<file path="config.mk">
export PLATFORM = sky130hd
export DESIGN_NAME = cst_fsm
export DESIGN_NICKNAME = d
export VERILOG_FILES = /design/src/cst_pkg.sv /design/src/cst_fsm.sv
export SDC_FILE = /design/constraint.sdc
export NUM_CORES = 1
export LEC_CHECK = 0
export BUFFER_PORTS_ARGS = -buffer_cell sky130_fd_sc_hd__buf_2
export CAP_MARGIN = 10
export CORE_MARGIN = 2
export CORE_UTILIZATION = 30
export CTS_BUF_LIST = sky130_fd_sc_hd__clkbuf_8
export CTS_CLUSTER_DIAMETER = 80
export CTS_CLUSTER_SIZE = 40
export DETAILED_ROUTE_END_ITERATION = 8
export GPL_TIMING_DRIVEN = 1
export MAX_ROUTING_LAYER = met4
export SLEW_MARGIN = 20
export SYNTH_ARGS = -nofsm -noshare
export SYNTH_HDL_FRONTEND = slang
export SYNTH_SLANG_ARGS = --single-unit
</file>
<file path="constraint.sdc">
create_clock -name clk -period 5 [get_ports clk]
set_input_delay 1.5 -clock clk [delete_from_list [all_inputs] [get_ports clk]]
set_output_delay 1.5 -clock clk [all_outputs]
set_load 0.03 [all_outputs]
</file>
<file path="src/cst_pkg.sv">
// Shared types and constants of the CSV stream tokenizer.
package cst_pkg;

	// Characters that steer the parser.
	localparam logic [7:0] CH_QUOTE = 8'h22;
	localparam logic [7:0] CH_COMMA = 8'h2C;
	localparam logic [7:0] CH_NL    = 8'h0A;

	// Parser modes; MODE_ERROR holds the sticky error until reset.
	typedef enum logic [2:0] {
		MODE_START,
		MODE_PLAIN,
		MODE_QUOTED,
		MODE_QSEEN,
		MODE_ERROR
	} mode_t;

	// Token kinds.
	typedef enum logic [1:0] {
		KIND_DATA,
		KIND_FIELD_END,
		KIND_ROW_END,
		KIND_ERROR
	} kind_t;

	// Error codes.
	typedef enum logic [1:0] {
		ERR_NONE,
		ERR_STRAY_QUOTE,
		ERR_AFTER_QUOTE,
		ERR_TOO_MANY
	} err_t;

	// Input word.
	typedef struct packed {
		logic [7:0] in_byte;
	} text_word_t;

	// Output word.
	typedef struct packed {
		kind_t       kind;
		logic [7:0]  data_byte;
		err_t        error_code;
		logic [9:0]  field_index;
		logic [31:0] row_index;
	} token_word_t;

	// Result of one parser step, passed from the parser core to the top level.
	typedef struct packed {
		logic       emit;
		kind_t      kind;
		logic [7:0] data_byte;
		err_t       error_code;
	} step_res_t;

endpackage

</file>
<file path="src/cst_fsm.sv">
// Parser core: mode state machine, field and row counters, and token decode.
module cst_fsm #(
	parameter int MAX_COLUMNS = 1024
) (
	input  logic                  clk,
	input  logic                  arst_n,
	input  logic                  step,
	input  logic [7:0]            cur_byte,
	output cst_pkg::step_res_t    res,
	output logic [9:0]            field_index,
	output logic [31:0]           row_index
);
	localparam int CW = (MAX_COLUMNS > 2) ? $clog2(MAX_COLUMNS) : 1;
	localparam int FW = (CW > 10) ? CW : 10;
	localparam logic [CW:0] MAX_C = (CW + 1)'(MAX_COLUMNS);

	cst_pkg::mode_t mode_q, mode_d;
	logic [CW-1:0]  fc_q, fc_d;
	logic [CW:0]    exp_q, exp_d;
	logic [31:0]    row_q, row_d;
	logic [CW:0]    fc_next;
	logic [FW-1:0]  fc_ext;
	logic           is_quote, is_comma, is_nl;
	logic           too_many;

	// Character classes and the field count that a comma would open.
	assign is_quote = (cur_byte == cst_pkg::CH_QUOTE);
	assign is_comma = (cur_byte == cst_pkg::CH_COMMA);
	assign is_nl    = (cur_byte == cst_pkg::CH_NL);
	assign fc_next  = {1'b0, fc_q} + (CW + 1)'(1);
	assign too_many = (fc_next >= MAX_C) || ((exp_q != '0) && (fc_next >= exp_q));

	// Counters as seen by the current token, before this byte updates them.
	assign fc_ext      = FW'(fc_q);
	assign field_index = fc_ext[9:0];
	assign row_index   = row_q;

	// State register and counters.
	always_ff @(posedge clk or negedge arst_n) begin
		if (!arst_n) begin
			mode_q <= cst_pkg::MODE_START;
			fc_q   <= '0;
			exp_q  <= '0;
			row_q  <= '0;
		end else if (step) begin
			mode_q <= mode_d;
			fc_q   <= fc_d;
			exp_q  <= exp_d;
			row_q  <= row_d;
		end
	end

	// Next state and token for the current byte.
	always_comb begin
		mode_d         = mode_q;
		fc_d           = fc_q;
		exp_d          = exp_q;
		row_d          = row_q;
		res.emit       = 1'b0;
		res.kind       = cst_pkg::KIND_DATA;
		res.data_byte  = '0;
		res.error_code = cst_pkg::ERR_NONE;
		unique case (mode_q)
			cst_pkg::MODE_START, cst_pkg::MODE_PLAIN, cst_pkg::MODE_QSEEN: begin
				if (is_quote) begin
					if (mode_q == cst_pkg::MODE_START) begin
						mode_d = cst_pkg::MODE_QUOTED;
					end else if (mode_q == cst_pkg::MODE_QSEEN) begin
						// A doubled quote stands for one quote byte.
						res.emit      = 1'b1;
						res.data_byte = cur_byte;
						mode_d        = cst_pkg::MODE_QUOTED;
					end else begin
						res.emit       = 1'b1;
						res.kind       = cst_pkg::KIND_ERROR;
						res.error_code = cst_pkg::ERR_STRAY_QUOTE;
						mode_d         = cst_pkg::MODE_ERROR;
					end
				end else if (is_comma) begin
					res.emit = 1'b1;
					if (too_many) begin
						res.kind       = cst_pkg::KIND_ERROR;
						res.error_code = cst_pkg::ERR_TOO_MANY;
						mode_d         = cst_pkg::MODE_ERROR;
					end else begin
						res.kind = cst_pkg::KIND_FIELD_END;
						fc_d     = fc_next[CW-1:0];
						mode_d   = cst_pkg::MODE_START;
					end
				end else if (is_nl) begin
					// The first finished row fixes the column count.
					res.emit = 1'b1;
					res.kind = cst_pkg::KIND_ROW_END;
					if (exp_q == '0) begin
						exp_d = fc_next;
					end
					fc_d = '0;
					if (row_q != '1) begin
						row_d = row_q + 32'd1;
					end
					mode_d = cst_pkg::MODE_START;
				end else if (mode_q == cst_pkg::MODE_QSEEN) begin
					res.emit       = 1'b1;
					res.kind       = cst_pkg::KIND_ERROR;
					res.error_code = cst_pkg::ERR_AFTER_QUOTE;
					mode_d         = cst_pkg::MODE_ERROR;
				end else begin
					res.emit      = 1'b1;
					res.data_byte = cur_byte;
					mode_d        = cst_pkg::MODE_PLAIN;
				end
			end
			cst_pkg::MODE_QUOTED: begin
				if (is_quote) begin
					mode_d = cst_pkg::MODE_QSEEN;
				end else begin
					res.emit      = 1'b1;
					res.data_byte = cur_byte;
				end
			end
			cst_pkg::MODE_ERROR: begin
				mode_d = cst_pkg::MODE_ERROR;
			end
			default: begin
				mode_d = cst_pkg::MODE_ERROR;
			end
		endcase
	end

endmodule

</file>
==> run summary <==
result of the run: complete, no violations
most frequently used cell type in the post-synthesis netlist: dfrtp_1
startpoint type of the worst setup path: primary input
via count: 2626
via count normalized by instance count: 4.83
dominant register cell in the synthesized netlist: dfrtp_1
portion of the clock cycle consumed by the worst path in the final layout: 95.5%
mean cell area of the mapped netlist: 9.23 µm²
number of enable-type register cells in the synthesized netlist: 0
top cell type by total area after synthesis: dfrtp_1
number of register bits inferred by synthesis: 56
Max transition margin: 46.7%
number of inserted filler cells in the final layout: 1053
Gate Count Post-Synth: 338
post-route setup TNS: 0 ns
r2r endpoint: field_index[9]$_DFFE_PN0P_
total congestion overflow: 0
detailed-route DRC error count: 0
vias in the first global route: 2481
number of design-rule violations left by the first detailed-router iteration: 90
placeable core area: 10200 µm²
area added between synthesis and finish: 19.5%
Clock Sink Count: 56
leakage power figure: 1.87 nW
FF-to-FF path depth: 16
I/O Pins: 66
drt wl/cell: 12.8 µm
crit path time final: 4.78 ns
number of port buffers: 65
setup repair after global routing missed its margin: false
gp weighted congestion: 0.822
die outline width: 106 µm
Post-synth top cells: 56 x dfrtp_1, 44 x nand2_1, 26 x xnor2_1
classification of the worst setup path: in2out
achievable clock frequency: 209 MHz
hold-fix buffers at CTS: 0
area fraction of the dominant cell type after synthesis: 44.9%
worst min-delay path class: reg2reg
number of warnings reported in the yosys synthesis log: 0
antenna violations before repair: 0
total cell area at the placement stage: 3610 µm²
Crit Path Max Fanout: 5
final-report max-slew violation count: 0
number of nets in the final layout: 430
placed wire-length estimate: 5.33 mm
largest cells by area after synthesis: dfrtp_1 45%, xnor2_1 7.3%, nand2_1 5.3%, ha_1 4.8%, xor2_1 4.2%
fraction of the yosys area taken by sequential cells: 44.9%
initial core utilization: 30.5%
GRT Total Usage: 13.1%
diodes inserted: 0
largest voltage drop on the vdd net: 0.162 mV
Cells on Worst Hold Path: 2
Total Routed Length: 6.94 mm
floorplan die height: 106 µm
beginning of the worst register-to-register path: field_index[1]$_DFFE_PN0P_
full die area: 11200 µm²
data arrival time of the worst path: 3.28 ns
setup slack, reg-to-reg: 1.75 ns
Synth Cell Area: 3120 µm²
worst path required time: 3.50 ns
Clock Skew: 0.0122 ns
start point of the worst min-delay path: exp_q[5]$_DFFE_PN0P_
library cell used as clock root buffer: clkbuf_8
first-pass GRT wire length: 11.6 mm
CTS H-tree lvls: 2
Mapped Nets: 361
Worst Max-Slew Pin Slew: 0.793 ns
share of cells above drive strength 1: 21.6%
count of final setup violators: 0
worst skew pair latency: 0.32 ns
pin count of the biggest net entering global routing: 40
number of rows in the core area: 37
fraction of registers with async set/reset: 100%
clock input transition at the sequential cells of the worst setup and hold paths: 0.09 ns
Detail Route Antenna Nets: 0
Layout Cell Area excl Fill: 3730 µm²
clock buffer depth: 2
total iterations of the first detailed-routing run: 4
Hold Path Sink: exp_q[5]$_DFFE_PN0P_
fin worst setup slack: 0.225 ns
Inserted Clock Buffers: 5
number of max-cap violations: 0
TritonCTS clock tree: done
count of distinct cell types in the synthesized netlist: 47
Hold Fails Final Rpt: 0
pwr dens: 250 nW/µm²
Critical Path Sink Type: output port
post-place setup slack: 0.234 ns
## worst max-delay path, stage by stage
cell,delay [ns]
buf_2,0.12
nor4_4,0.36
nand4b_1,0.19
nor2_1,0.33
o21ai_0,0.13
a21oi_1,0.29
and2_1,0.18
buf_2,0.19
## power by group
group | total [mW] | switching, mW | internal, mW
clock network | 0.247 | 0.149 | 0.0980
registers | 0.493 | 0.0303 | 0.463
logic | 0.193 | 0.131 | 0.0620
## metrics by stage
step / cells / util, % / power (mW) / hold slack, ns
CTS: 543 / 36.2 / 0.948 / 0.495
detailed placement: 535 / 35.3 / 0.694 / 0.474
global route: 544 / 36.4 / 0.990 / 0.510
floorplan: 338 / - / 0.631 / 0.444
finish: 544 / 36.4 / 0.933 / 0.492
global placement: 535 / 35.3 / 0.692 / 0.462
## flip-flops by register name (all words and copies together), names as in the netlist
register,count
field_index,10
exp_q,11
row_index,32
mode_q,3
## cell families after synthesis
family | synth area share (%)
flip-flops | 44.9
adder cells (fa/ha/maj) | 4.81
multiplexers | 0.361
AND/OR/NAND/NOR | 23.6
buffers and inverters | 3.41
XOR/XNOR | 11.5
AO/OA/AOI/OAI | 11.4
## per-layer routing
layer	vias to the layer above	routed length (µm)	part of all wire, %	global-route usage [%]
met1	1256	3420	49	17.4
met4	0	133	1.9	4.98
met5	-	0	0	-
met3	10	247	3.6	2.27
met2	53	3140	45	20.1
li1	1307	-	-	-
## placed cells by master, fill, tap and decap left out, types with 5 or more instances in the layout
cell type and count:
dfrtp_1 56, and3_1 5, nand2_1 44, xnor2_1 26, buf_2 63, o21ai_1 8
nor2_1 22, inv_1 21, a21oi_1 18, nand4_1 9, xor2_1 14, nor3_1 6
ha_1 11, and2_1 8, nand3_1 18, clkbuf_8 5, o21ai_0 14, buf_4 7
## final cells by class
class                           instances  area (µm²)  share of cell area [%]
Multi-Input combinational cell        254        1630                    43.6
Sequential cell                        56        1400                    37.6
Tap cell                              136         170                    4.56
Clock buffer                            5        68.8                    1.85
Clock inverter                          3        20.0                   0.537
Inverter                               20        75.1                    2.01
Timing Repair Buffer                   70         368                    9.87
## worst max-delay path by stage
stage | end | cells past startpoint | from | slack [ns]
3_5_place_dp | res[4] | 8 | cur_byte[0] | 0.23
4_1_cts | res[1] | 16 | field_index[1]$_DFFE_PN0P_ | 0.10
3_3_place_gp | res[11] | 8 | cur_byte[0] | 0.25
5_1_grt | res[1] | 16 | field_index[1]$_DFFE_PN0P_ | 0.02
6_report | res[4] | 8 | cur_byte[0] | 0.22
2_1_floorplan | res[11] | 7 | cur_byte[0] | 0.07
## timing repair
action                                  in CTS  in global routing
gates resized for setup                      0                  5
endpoints found under the setup margin       0                  3
buffers inserted                             0                  1
(Power assumes the default switching activity.)
